File: src/rtl/coin_change_vending_reserve_assert.svh
// Assertion macros, clocked on clk and disabled during arst_n.
`ifndef COIN_CHANGE_VENDING_RESERVE_ASSERT_SVH
`define COIN_CHANGE_VENDING_RESERVE_ASSERT_SVH

// Same-cycle implication.
`define CCVR_ASSERT_IMP(label, ante, cons) \
	label: assert property (@(posedge clk) disable iff (!arst_n) (ante) |-> (cons)) \
		else $error("ccvr check failed");

// Next-cycle implication.
`define CCVR_ASSERT_NXT(label, ante, cons) \
	label: assert property (@(posedge clk) disable iff (!arst_n) (ante) |=> (cons)) \
		else $error("ccvr check failed");

`endif

File: src/rtl/ccvr_pkg.sv
package ccvr_pkg;

	localparam int NUM_LANES = 4;
	localparam int LANE_ONE  = 0;
	localparam int LANE_TWO  = 1;
	localparam int LANE_FIVE = 2;
	localparam int LANE_TEN  = 3;

	localparam int COUNT_W = 6;
	localparam int PRICE_W = 10;
	localparam int PAY_W   = 11;
	localparam int LEVEL_W = 8;
	localparam int GIVE_W  = 7;
	localparam int EXTRA_W = 9;
	localparam int OVF_W   = 16;
	localparam int ADDED_W = 8;
	localparam int INDEX_W = 3;

	localparam logic [PRICE_W-1:0] PRICE_A_RST  = 10'd20;
	localparam logic [PRICE_W-1:0] PRICE_B_RST  = 10'd30;
	localparam logic [PRICE_W-1:0] PRICE_C_RST  = 10'd40;
	localparam logic [PRICE_W-1:0] PRICE_D_RST  = 10'd50;
	localparam logic [LEVEL_W-1:0] CAPACITY_RST = 8'd125;
	localparam logic [LEVEL_W-1:0] LEVEL_RST    = 8'd100;
	localparam logic [OVF_W-1:0]   OVF_MAX      = 16'hFFFF;
	localparam logic [ADDED_W-1:0] ADDED_MAX    = 8'hFF;

	// divide by ten: (x * 6554) >> 16, exact for x below 16384
	localparam logic [12:0] RECIP_TEN   = 13'd6554;
	localparam int          RECIP_SHIFT = 16;

	typedef enum logic [2:0] {
		ST_EXACT          = 3'd0,
		ST_CHANGE         = 3'd1,
		ST_UNDERPAID      = 3'd2,
		ST_NO_CHANGE      = 3'd3,
		ST_OUT_OF_SERVICE = 3'd4
	} sale_status_t;

	typedef enum logic [INDEX_W-1:0] {
		REG_PRICE_A  = 3'd0,
		REG_PRICE_B  = 3'd1,
		REG_PRICE_C  = 3'd2,
		REG_PRICE_D  = 3'd3,
		REG_CAPACITY = 3'd4
	} reg_index_t;

	typedef struct packed {
		logic               underpaid;
		logic [PAY_W-1:0]   change;
		logic [GIVE_W-1:0]  give_ten;
		logic               give_five;
		logic [1:0]         give_two;
		logic               give_one;
	} quote_t;

	typedef struct packed {
		logic               empty;
		logic               short_of;
		logic [LEVEL_W-1:0] level;
		logic [EXTRA_W-1:0] extra;
	} lane_res_t;

endpackage

File: src/rtl/coin_change_vending_reserve.sv
// Coin unit of a vending machine: one item is one sale.
// Input channel in_valid/in_stall carries product_choice and the counts of
// inserted 1, 2, 5 and 10 unit coins. Output channel out_valid/out_stall
// returns one result per item: sale_status, change split greedily into
// coins, the four coin reserves after the sale and the coins sent to
// overflow. Prices and reserve capacity are set through cfg_we/cfg_index/
// cfg_data, by the user only while no item is in flight; the block itself
// does not enforce this. An accepted item is registered in stage one and
// then in the output register, which raises out_valid. Stage one works
// out payment, change and the coin split; stage two runs four reserve lanes
// in parallel against the stored reserves, merges their results and commits.
// Throughput is one item per cycle without out_stall; the reserve update
// sits in stage two alone, so consecutive items never wait on each other.
// Reset loads prices 20/30/40/50, capacity 125, reserves of 100 coins and
// clears overflow counters and both pipeline stages.
// When out_stall holds, the result stays in the output register and one
// more item can be taken into stage one; then in_stall rises.
module coin_change_vending_reserve (
	input  logic                          clk,
	input  logic                          arst_n,
	input  logic                          cfg_we,
	input  logic [ccvr_pkg::INDEX_W-1:0]  cfg_index,
	input  logic [ccvr_pkg::PRICE_W-1:0]  cfg_data,
	input  logic                          in_valid,
	output logic                          in_stall,
	input  logic [1:0]                    product_choice,
	input  logic [ccvr_pkg::COUNT_W-1:0]  coins_one_in,
	input  logic [ccvr_pkg::COUNT_W-1:0]  coins_two_in,
	input  logic [ccvr_pkg::COUNT_W-1:0]  coins_five_in,
	input  logic [ccvr_pkg::COUNT_W-1:0]  coins_ten_in,
	output logic                          out_valid,
	input  logic                          out_stall,
	output logic [2:0]                    sale_status,
	output logic [ccvr_pkg::PAY_W-1:0]    change_value,
	output logic [ccvr_pkg::GIVE_W-1:0]   give_ten,
	output logic                          give_five,
	output logic [1:0]                    give_two,
	output logic                          give_one,
	output logic [ccvr_pkg::LEVEL_W-1:0]  level_one,
	output logic [ccvr_pkg::LEVEL_W-1:0]  level_two,
	output logic [ccvr_pkg::LEVEL_W-1:0]  level_five,
	output logic [ccvr_pkg::LEVEL_W-1:0]  level_ten,
	output logic [ccvr_pkg::ADDED_W-1:0]  overflow_added
);
	import ccvr_pkg::*;

	`include "coin_change_vending_reserve_assert.svh"

	logic [PRICE_W-1:0] price_q [NUM_LANES];
	logic [LEVEL_W-1:0] capacity_q;

	quote_t             quote, quote_s1;
	logic               valid_s1;
	logic [COUNT_W-1:0] ins_s1 [NUM_LANES];
	logic               adv, take, commit, any_empty, any_short;
	sale_status_t       status;
	logic [GIVE_W-1:0]  lane_give [NUM_LANES];
	lane_res_t          lane_res [NUM_LANES];
	logic [PAY_W-1:0]   added_sum;
	logic [ADDED_W-1:0] added;

	logic               out_valid_q;
	sale_status_t       status_q;
	logic [PAY_W-1:0]   change_q;
	logic [GIVE_W-1:0]  give_ten_q;
	logic               give_five_q, give_one_q;
	logic [1:0]         give_two_q;
	logic [LEVEL_W-1:0] level_q [NUM_LANES];
	logic [ADDED_W-1:0] added_q;

	// configuration
	always_ff @(posedge clk or negedge arst_n) begin
		if (!arst_n) begin
			price_q[LANE_ONE]  <= PRICE_A_RST;
			price_q[LANE_TWO]  <= PRICE_B_RST;
			price_q[LANE_FIVE] <= PRICE_C_RST;
			price_q[LANE_TEN]  <= PRICE_D_RST;
			capacity_q         <= CAPACITY_RST;
		end else if (cfg_we) begin
			case (cfg_index)
				REG_PRICE_A:  price_q[0] <= cfg_data;
				REG_PRICE_B:  price_q[1] <= cfg_data;
				REG_PRICE_C:  price_q[2] <= cfg_data;
				REG_PRICE_D:  price_q[3] <= cfg_data;
				REG_CAPACITY: capacity_q <= cfg_data[LEVEL_W-1:0];
				default: ;
			endcase
		end
	end

	// stage one: payment and greedy split
	ccvr_front u_front (
		.coins_one_in       (coins_one_in),
		.coins_two_in       (coins_two_in),
		.coins_five_in      (coins_five_in),
		.coins_ten_in       (coins_ten_in),
		.price              (price_q[product_choice]),
		.quote              (quote)
	);

	assign adv      = !out_valid_q || !out_stall;
	assign in_stall = valid_s1 && !adv;
	assign take     = in_valid && !in_stall;

	always_ff @(posedge clk or negedge arst_n) begin
		if (!arst_n) begin
			valid_s1 <= 1'b0;
		end else if (!in_stall) begin
			valid_s1 <= in_valid;
		end
	end

	always_ff @(posedge clk) begin
		if (take) begin
			quote_s1          <= quote;
			ins_s1[LANE_ONE]  <= coins_one_in;
			ins_s1[LANE_TWO]  <= coins_two_in;
			ins_s1[LANE_FIVE] <= coins_five_in;
			ins_s1[LANE_TEN]  <= coins_ten_in;
		end
	end

	// stage two: reserve lanes
	assign lane_give[LANE_ONE]  = GIVE_W'(quote_s1.give_one);
	assign lane_give[LANE_TWO]  = GIVE_W'(quote_s1.give_two);
	assign lane_give[LANE_FIVE] = GIVE_W'(quote_s1.give_five);
	assign lane_give[LANE_TEN]  = quote_s1.give_ten;

	for (genvar g = 0; g < NUM_LANES; g++) begin : g_lane
		ccvr_lane u_lane (
			.clk      (clk),
			.arst_n   (arst_n),
			.ins      (ins_s1[g]),
			.give     (lane_give[g]),
			.capacity (capacity_q),
			.commit   (commit),
			.res      (lane_res[g])
		);
	end

	// merge
	always_comb begin
		any_empty = 1'b0;
		any_short = 1'b0;
		added_sum = '0;
		for (int i = 0; i < NUM_LANES; i++) begin
			any_empty = any_empty | lane_res[i].empty;
			any_short = any_short | lane_res[i].short_of;
			added_sum = added_sum + PAY_W'(lane_res[i].extra);
		end
		if (any_empty) begin
			status = ST_OUT_OF_SERVICE;
		end else if (quote_s1.underpaid) begin
			status = ST_UNDERPAID;
		end else if (any_short) begin
			status = ST_NO_CHANGE;
		end else if (quote_s1.change == '0) begin
			status = ST_EXACT;
		end else begin
			status = ST_CHANGE;
		end
		added = (added_sum > PAY_W'(ADDED_MAX)) ? ADDED_MAX : added_sum[ADDED_W-1:0];
	end

	assign commit = adv && valid_s1 && (status == ST_EXACT || status == ST_CHANGE);

	// output register
	always_ff @(posedge clk or negedge arst_n) begin
		if (!arst_n) begin
			out_valid_q <= 1'b0;
		end else if (adv) begin
			out_valid_q <= valid_s1;
		end
	end

	always_ff @(posedge clk) begin
		if (adv && valid_s1) begin
			status_q <= status;
			for (int i = 0; i < NUM_LANES; i++) begin
				level_q[i] <= lane_res[i].level;
			end
			if (status == ST_EXACT || status == ST_CHANGE) begin
				change_q    <= quote_s1.change;
				give_ten_q  <= quote_s1.give_ten;
				give_five_q <= quote_s1.give_five;
				give_two_q  <= quote_s1.give_two;
				give_one_q  <= quote_s1.give_one;
				added_q     <= added;
			end else begin
				change_q    <= '0;
				give_ten_q  <= '0;
				give_five_q <= 1'b0;
				give_two_q  <= '0;
				give_one_q  <= 1'b0;
				added_q     <= '0;
			end
		end
	end

	assign out_valid      = out_valid_q;
	assign sale_status    = status_q;
	assign change_value   = change_q;
	assign give_ten       = give_ten_q;
	assign give_five      = give_five_q;
	assign give_two       = give_two_q;
	assign give_one       = give_one_q;
	assign level_one      = level_q[LANE_ONE];
	assign level_two      = level_q[LANE_TWO];
	assign level_five     = level_q[LANE_FIVE];
	assign level_ten      = level_q[LANE_TEN];
	assign overflow_added = added_q;

	`CCVR_ASSERT_IMP(a_refused_zero,
		out_valid_q && !(status_q == ST_EXACT || status_q == ST_CHANGE),
		change_q == '0 && give_ten_q == '0 && !give_five_q && give_two_q == '0
		&& !give_one_q && added_q == '0)
	`CCVR_ASSERT_IMP(a_change_sum, out_valid_q,
		change_q == PAY_W'(give_ten_q) * 11'd10 + PAY_W'(give_five_q) * 11'd5
		+ PAY_W'(give_two_q) * 11'd2 + PAY_W'(give_one_q))
	`CCVR_ASSERT_IMP(a_exact_code,
		out_valid_q && (status_q == ST_EXACT || status_q == ST_CHANGE),
		(status_q == ST_EXACT) == (change_q == '0))
	`CCVR_ASSERT_NXT(a_s1_hold, valid_s1 && !adv, valid_s1 && $stable(quote_s1))

endmodule

File: src/rtl/ccvr_front.sv
module ccvr_front (
	input  logic [ccvr_pkg::COUNT_W-1:0] coins_one_in,
	input  logic [ccvr_pkg::COUNT_W-1:0] coins_two_in,
	input  logic [ccvr_pkg::COUNT_W-1:0] coins_five_in,
	input  logic [ccvr_pkg::COUNT_W-1:0] coins_ten_in,
	input  logic [ccvr_pkg::PRICE_W-1:0] price,
	output ccvr_pkg::quote_t             quote
);
	import ccvr_pkg::*;

	logic [PAY_W-1:0]    w_one, w_two, w_five, w_ten, pay, change, tens_val;
	logic [23:0]         prod;
	logic [GIVE_W-1:0]   q_ten;
	logic [3:0]          rem;
	logic                five;
	logic [2:0]          r2;

	assign w_one  = PAY_W'(coins_one_in);
	assign w_two  = PAY_W'({coins_two_in, 1'b0});
	assign w_five = PAY_W'({coins_five_in, 2'b00}) + PAY_W'(coins_five_in);
	assign w_ten  = PAY_W'({coins_ten_in, 3'b000}) + PAY_W'({coins_ten_in, 1'b0});
	assign pay    = w_one + w_two + w_five + w_ten;
	assign change = pay - PAY_W'(price);

	assign prod     = 24'(change) * 24'(RECIP_TEN);
	assign q_ten    = prod[RECIP_SHIFT +: GIVE_W];
	assign tens_val = PAY_W'({q_ten, 3'b000}) + PAY_W'({q_ten, 1'b0});
	assign rem      = 4'(change - tens_val);
	assign five     = (rem >= 4'd5);
	assign r2       = five ? 3'(rem - 4'd5) : rem[2:0];

	always_comb begin
		quote.underpaid = (pay < PAY_W'(price));
		quote.change    = change;
		quote.give_ten  = q_ten;
		quote.give_five = five;
		quote.give_two  = r2[2:1];
		quote.give_one  = r2[0];
	end

endmodule

File: src/rtl/ccvr_lane.sv
module ccvr_lane (
	input  logic                          clk,
	input  logic                          arst_n,
	input  logic [ccvr_pkg::COUNT_W-1:0]  ins,
	input  logic [ccvr_pkg::GIVE_W-1:0]   give,
	input  logic [ccvr_pkg::LEVEL_W-1:0]  capacity,
	input  logic                          commit,
	output ccvr_pkg::lane_res_t           res
);
	import ccvr_pkg::*;

	logic [LEVEL_W-1:0] level_q, new_level;
	logic [OVF_W-1:0]   ovf_q, ovf_next;
	logic [EXTRA_W-1:0] total, lvl, extra;
	logic [OVF_W:0]     ovf_sum;
	logic               over;

	assign total     = EXTRA_W'(level_q) + EXTRA_W'(ins);
	assign lvl       = total - EXTRA_W'(give);
	assign over      = lvl > EXTRA_W'(capacity);
	assign extra     = over ? (lvl - EXTRA_W'(capacity)) : '0;
	assign new_level = over ? capacity : lvl[LEVEL_W-1:0];
	assign ovf_sum   = (OVF_W+1)'(ovf_q) + (OVF_W+1)'(extra);
	assign ovf_next  = ovf_sum[OVF_W] ? OVF_MAX : ovf_sum[OVF_W-1:0];

	always_comb begin
		res.empty    = (level_q == '0);
		res.short_of = (total < EXTRA_W'(give));
		res.level    = commit ? new_level : level_q;
		res.extra    = extra;
	end

	always_ff @(posedge clk or negedge arst_n) begin
		if (!arst_n) begin
			level_q <= LEVEL_RST;
			ovf_q   <= '0;
		end else if (commit) begin
			level_q <= new_level;
			ovf_q   <= ovf_next;
		end
	end

endmodule
File: config.mk
export PLATFORM = sky130hd
export DESIGN_NAME = coin_change_vending_reserve
export DESIGN_NICKNAME = d
export VERILOG_FILES = /design/src/rtl/ccvr_pkg.sv /design/src/rtl/coin_change_vending_reserve.sv /design/src/rtl/ccvr_front.sv /design/src/rtl/ccvr_lane.sv
export VERILOG_INCLUDE_DIRS = /design/src /design/src/rtl
export SDC_FILE = /design/constraint.sdc
export NUM_CORES = 1
export LEC_CHECK = 0
export ABC_AREA = 1
export BUFFER_PORTS_ARGS = -buffer_cell sky130_fd_sc_hd__buf_2
export CAP_MARGIN = 10
export CORE_MARGIN = 3
export CORE_UTILIZATION = 40
export DETAILED_ROUTE_END_ITERATION = 8
export PLACE_DENSITY = 0.64
export REMOVE_ABC_BUFFERS = 1
export SYNTH_ARGS = -nofsm -noshare
export SYNTH_HDL_FRONTEND = slang
export SYNTH_SLANG_ARGS = --single-unit
File: constraint.sdc
create_clock -name clk -period 15.4 [get_ports clk]
set_input_delay 3.08 -clock clk [delete_from_list [all_inputs] [get_ports clk]]
set_output_delay 3.08 -clock clk [all_outputs]
set_load 0.02 [all_outputs]
==> results.cfg, run 1 <==
[timing]
grt_setup_unrepaired = false
setup_tns_ps = 0
whs_ps = 484
final_max_slew_viol_count = 0
skew_ps = 12.7
fmax_mhz = 82.6
setup_viol = 0
period_needed_ps = 12100
fin_crit_sh = 0.786
slew_headroom = 0.249
tightest_slew_ps = 1130
finalHoldViolations = 0

[logic_synthesis]
yosysWarnings = 0
synth_area_leaders = edfxtp_1 21%, ha_1 14%, nand2_1 11%
synth_ff_type = edfxtp_1
syn_inst = 1946
synth_top_cell_area_share = 0.208
ys_seq_area_frac = 0.337
synth_top_cell_by_area = edfxtp_1
synth-async-reset-ratio = 0.423
synth.distinct_cells = 58
ys_ff_latch = 194
syn_avg_cell_area_sq_um = 8.31
synth_area_sq_um = 16200
synth_edf_count = 112

[placed_design]
portBuffers = 110
hpwl_um = 34000
gp_congestion = 0.918

[detailed_routing]
totalWireLength_um = 42300
drc = 0
vias = 12900
ant_nets = 0
drt_iter0_markers = 837
routedWlPerCell_um = 16.4
drt_first_pass_iters = 5
vias_per_cell = 5.00

[grt]
grt_pass1_wl_um = 68100
globalRouteOverflowTotal = 0
grt_use_total = 0.200
grt_pass1_vias = 12900
grt_max_degree = 82
antenna_found_initial = 3

[worst_setup_path]
r2r_end = lane_give[15]
critical_path.slowest_cell = fa_1
max_stage_delay_ps = 580
cp_common_cell = inv_1
worst-endpoint-required_ps = 15620
crit_type = input pin to flop
crit_arrival_ps = 12320
reg2regPathDepth = 35
rr_startpoint = price_q[21]
ff2ff_setup_slack_ps = 7660
cp-end-kind = flop
cp-start-kind = input pin
crit_fanout = 5

[final_layout]
syn_to_final_growth_pct = 10.2
fillers = 3941
final_nets = 2341
n_antenna_cell = 0
layout-drive-gt1-share = 0.111

[clocking]
clock_sinks = 194
cts_resized = 0
clock_path_buffers = 2
post-cts-setup-buffer-count = 0
cts_hold_buf = 0
root_buffer = clkbuf_16
htree_levels = 4
cts_buffers = 17
cts_tree = done
path_clk_slew_ps = 80
clock_latency_ps = 460

[floorplanning]
die_h_um = 207
die_w_um = 207
io_pins = 111
start_util = 0.406
dieArea_sq_um = 42900
rows = 73
core_area_sq_um = 39800

[run]
drv_cap = 0

[hold_path]
hold_start = price_q[18]
hp-class = flop to flop
hold_path_end = price_q[18]
whs_path_depth = 2

[outcome]
status = finished, final reports clean
[kinds of logic (layout without fill, tap and decap cells)]
group                      Yosys count  count (layout)  synth area share
AOI/OAI and AO/OA                  233             233            0.0816
xor gates and xnor gates            75              75            0.0406
adders and majority gates          251             251             0.227
buffers and inverters              392             505            0.0954
DFF                                194             194             0.337
and+or+nand+nor                    801             801             0.218
[flip-flops by register name, summed over array words and instances, names as in the netlist, 2 cells and up]
signal / cells
price_q: 40
capacity_q: 8
give_two: 2
give_ten: 7
sale_status: 3
ins_s1: 24
overflow_added: 8
lane_give: 11
g_lane.u_lane.level_q: 32
change_value: 11
level_q: 32
quote_s1: 12
[cell usage in the layout (no fill, tap or decap), types with 8 or more instances in the layout]
cell type / n
a21oi_1: 89
a32o_1: 8
buf_2: 109
clkbuf_16: 20
dfrtp_1: 53
dfstp_2: 29
edfxtp_1: 112
fa_1: 71
ha_1: 180
inv_1: 350
inv_2: 9
nand2_1: 468
nand2_2: 10
nand3_1: 130
nand3b_1: 14
nand4_1: 31
nor2_1: 93
nor2_2: 8
nor3_1: 11
o21ai_0: 88
or2_2: 13
xnor2_1: 23
xor2_1: 52
[Yosys cell counts, types with 2 or more instances]
library cell  instances
a31oi_1               5
clkbuf_1             14
buf_4                 5
nand3_2               5
or2_2                13
buf_2                 8
o31ai_1               4
o21bai_1              3
a21boi_1              2
a221oi_1              2
nor3_1               11
o21ai_0              88
nand2_2              10
a21o_1                7
o21ai_1               5
xnor2_1              23
a21oi_1              90
nand2_1             468
nand4_1              31
ha_1                180
fa_1                 71
o211ai_1              3
o21a_1                3
inv_2                 8
nor4_1                4
nor2_4                3
xor2_1               52
a32o_1                8
nand3b_1             14
nor2_1               93
nor2_2                8
o221ai_1              2
inv_1               351
a211oi_1              2
edfxtp_1            112
dfrtp_1              53
nor3b_1               2
buf_6                 4
nand2_4               2
dfstp_2              29
nand3_1             130
o21ai_2               2
[stage by stage]
stage               instance area, sq um  setup slack, ps   util  instances
global placement                   17200             3160  0.432       2552
global route                       17800             2450  0.447       2584
floorplan                          16000             3820      -       1914
finish                             17800             3300  0.447       2584
detailed placement                 17200             2850  0.432       2552
CTS                                17800             3330  0.447       2584
[per-layer routing]
metal  wire length, um  track usage
met1             18400        0.252
met2             20500        0.341
met3              1770       0.0348
met4              1570       0.0803
met5                41            0
[how the worst max path moves through the flow]
stage | start | end | slack, ps | cells past startpoint
floorplan | coins_one_in[1] | lane_give[14] | 3820 | 45
global placement | coins_two_in[0] | lane_give[15] | 3160 | 46
detailed placement | coins_two_in[0] | lane_give[15] | 2850 | 46
CTS | coins_two_in[0] | lane_give[15] | 3330 | 46
global route | coins_two_in[0] | lane_give[15] | 2450 | 47
finish | coins_two_in[0] | lane_give[15] | 3300 | 46
[layout make-up]
class / count / area [sq um] / area share
multi-input cells: 1360 / 9180 / 0.515
flip-flops and latches: 194 / 5450 / 0.306
inverters: 360 / 1350 / 0.0758
well taps: 525 / 657 / 0.0369
repair buffers: 113 / 576 / 0.0323
clock buffers: 25 / 541 / 0.0303
clock inverters: 7 / 56.3 / 0.00316
[worst max-delay path: cells and delay by family]
family | cells | cell delay, ps
adder cells (fa/ha/maj) | 13 | 5080
AO/OA/AOI/OAI | 10 | 1650
AND/OR/NAND/NOR | 10 | 1030
XOR/XNOR | 3 | 730
buffers and inverters | 10 | 720
Power of run 1 is left out: the tool's default activity adds up to more than one toggle a clock period on the data nets, which glitch-free logic cannot reach.
==> run 2: changes to the inputs <==
ABC_AREA = 0   (was 1)
PLACE_DENSITY = 0.66   (was 0.64)
clock period = 9.69 ns   (was 15.4 ns; I/O delays follow)
==> run 2 against run 1 <==
Net effect: largest cell class unchanged; critical endpoint is now lane_give[14]; synthesized cell count is 25% lower; sequential share of layout area is 1.0 points lower; highest routed layer is now met4; the run now ends with setup timing left; hold slack better by 26 ps; utilization is 3.8 points higher.
==> results.cfg, run 2 <==
[outcome]
status = finished, violations left
failed_checks = setup timing

[grt]
grtUsageMet2 = 0.359
globalRouteOverflowTotal = 0
grt_pass1_vias = 12000
antenna_found_initial = 1
gr-max-usage-layer = met2
grt_max_degree = 66
grtUsageMet1 = 0.260
grtUsageMet3 = 0.0271
grt_use_total = 0.204
grt_pass1_wl_um = 65400

[floorplanning]
dieArea_sq_um = 41100
start_util = 0.408
die_h_um = 203
io_pins = 111
die_w_um = 203
rows = 71
core_area_sq_um = 37900

[worst_setup_path]
crit_type = input pin to flop
r2r_end = overflow_added[4]
cp_common_cell = fa_1
ff2ff_setup_slack_ps = 1900
critical_path.slowest_cell = fa_1
worst-endpoint-required_ps = 9990
max_stage_delay_ps = 530
cp-start-kind = input pin
crit_arrival_ps = 10360
crit_fanout = 4
rr_startpoint = g_lane[0].u_lane.level_q[0]
cp-end-kind = flop
reg2regPathDepth = 27

[clocking]
cts_hold_buf = 0
clock_sinks = 194
clock_latency_ps = 470
cts_tree = done
clock_path_buffers = 2
htree_levels = 4
path_clk_slew_ps = 80
cts_buffers = 17
root_buffer = clkbuf_16

[final_layout]
regMostFlops = price_q
final_area_sq_um = 18400
syn_to_final_growth_pct = 19.0
finalNonFillerCells = 2208
layout-drive-gt1-share = 0.252
fillers = 3476
register_area_sq_um = 5450
layout_common_cells = 174 x ha_1, 170 x inv_1, 121 x buf_4
final_common_cell = ha_1
final_nets = 1979
n_antenna_cell = 0
reg.largest.list = price_q x40, g_lane.u_lane.level_q x32, level_q x32
multi_input_area_sq_um = 9550
largest_reg_flops = 40

[timing]
fin_ws_ps = -374
fin_crit_sh = 1.04
whs_ps = 511
tightest_slew_ps = 1140
grt_setup_unrepaired = true
period_needed_ps = 10060
finalHoldViolations = 0
fmax_mhz = 99.4
skew_ps = 21.4
setup_viol = 5
final_max_slew_viol_count = 0
slew_headroom = 0.241

[logic_synthesis]
synth_edf_count = 112
syn_inst = 1464
synth-async-reset-ratio = 0.423
synth_common_cells = 180 x ha_1, 180 x inv_1, 112 x edfxtp_1
ys_seq_area_frac = 0.352
synth_top_cell_area_share = 0.217
synth_area_leaders = edfxtp_1 22%, ha_1 15%, fa_1 9.2%
syn_avg_cell_area_sq_um = 10.6
synth_area_sq_um = 15500
synth_ff_type = edfxtp_1
ys_ff_latch = 194
synth.distinct_cells = 81
synth_top_cell_by_area = edfxtp_1
yosysWarnings = 0

[hold_path]
hold_path_end = price_q[27]
hold_start = price_q[27]
whs_path_depth = 1
hp-class = flop to flop

[detailed_routing]
vias_per_cell = 5.23
drt_iter0_markers = 676
vias = 11500
drc = 0
ant_nets = 0
drt_first_pass_iters = 5
totalWireLength_um = 41400
routedWlPerCell_um = 18.7

[placed_design]
hpwl_um = 33200
portBuffers = 110
place_area_sq_um = 17400
gp_congestion = 0.918
dp.cells = 2168

[run]
drv_cap = 0
==> run 2: cell types whose count changed in the layout (fill, tap and decap cells not counted), sizes merged, moves of 45 or more <==
cell / before / now
buf: 113 / 230
inv: 364 / 191
mux2: 0 / 47
nand2: 480 / 97
nand3: 135 / 17
nor2: 104 / 59
==> run 2: layout make-up <==
type | count | share of cell area
multi-input cells | 1061 | 0.518
flip-flops and latches | 194 | 0.296
repair buffers | 230 | 0.0807
inverters | 180 | 0.0367
well taps | 511 | 0.0347
clock buffers | 17 | 0.0231
clock inverters | 15 | 0.0107
==> run 2: layer usage <==
| metal | routed length (um) | part of all wire |
|---|---|---|
| met5 | 0 | 0 |
| met4 | 1320 | 0.032 |
| met3 | 1420 | 0.034 |
| met2 | 20800 | 0.50 |
| met1 | 17900 | 0.43 |
==> run 2: critical path: cells and delay by family <==
kind / cells / cell delay (ps)
compound gates: 10 / 1700
xor+xnor: 4 / 680
fa+ha+maj: 12 / 4400
buf+inv: 8 / 660
mux: 1 / 200
simple gates: 6 / 800
==> run 2: cells by family after synthesis <==
| kind of cell | Yosys count | synth area share |
|---|---|---|
| compound gates | 274 | 0.116 |
| buf+inv | 209 | 0.0523 |
| fa+ha+maj | 251 | 0.237 |
| simple gates | 348 | 0.116 |
| xor+xnor | 100 | 0.0574 |
| flops | 194 | 0.352 |
| mux | 88 | 0.0688 |
==> run 2: through the flow <==
stage	setup WS [ps]	util	setup TNS (ps)
after floorplan	-942	-	-4380
after global routing	-728	0.486	-3800
after CTS	-397	0.481	-1460
final	-374	0.486	-1350
after detailed placement	-1710	0.459	-13160
after global placement	-1430	0.459	-10890
==> run 2: worst max-delay path by stage <==
stage / startpoint / endpoint / slack [ps] / cells after the start
after floorplan: coins_one_in[1] / lane_give[14] / -940 / 41
after global placement: coins_two_in[0] / lane_give[14] / -1430 / 41
after detailed placement: coins_two_in[0] / lane_give[14] / -1710 / 41
after CTS: coins_two_in[0] / lane_give[14] / -400 / 40
after global routing: coins_two_in[0] / lane_give[14] / -730 / 42
final: coins_two_in[0] / lane_give[14] / -370 / 41
==> run 2: what timing repair did <==
item / in CTS / in global routing
hold endpoints to repair: 0 / 0
setup endpoints to repair: 11 / 10
setup buffers: 7 / 1
pin swaps: 36 / 15
resized for setup: 53 / 33
Power of run 2 is left out for the same reason.
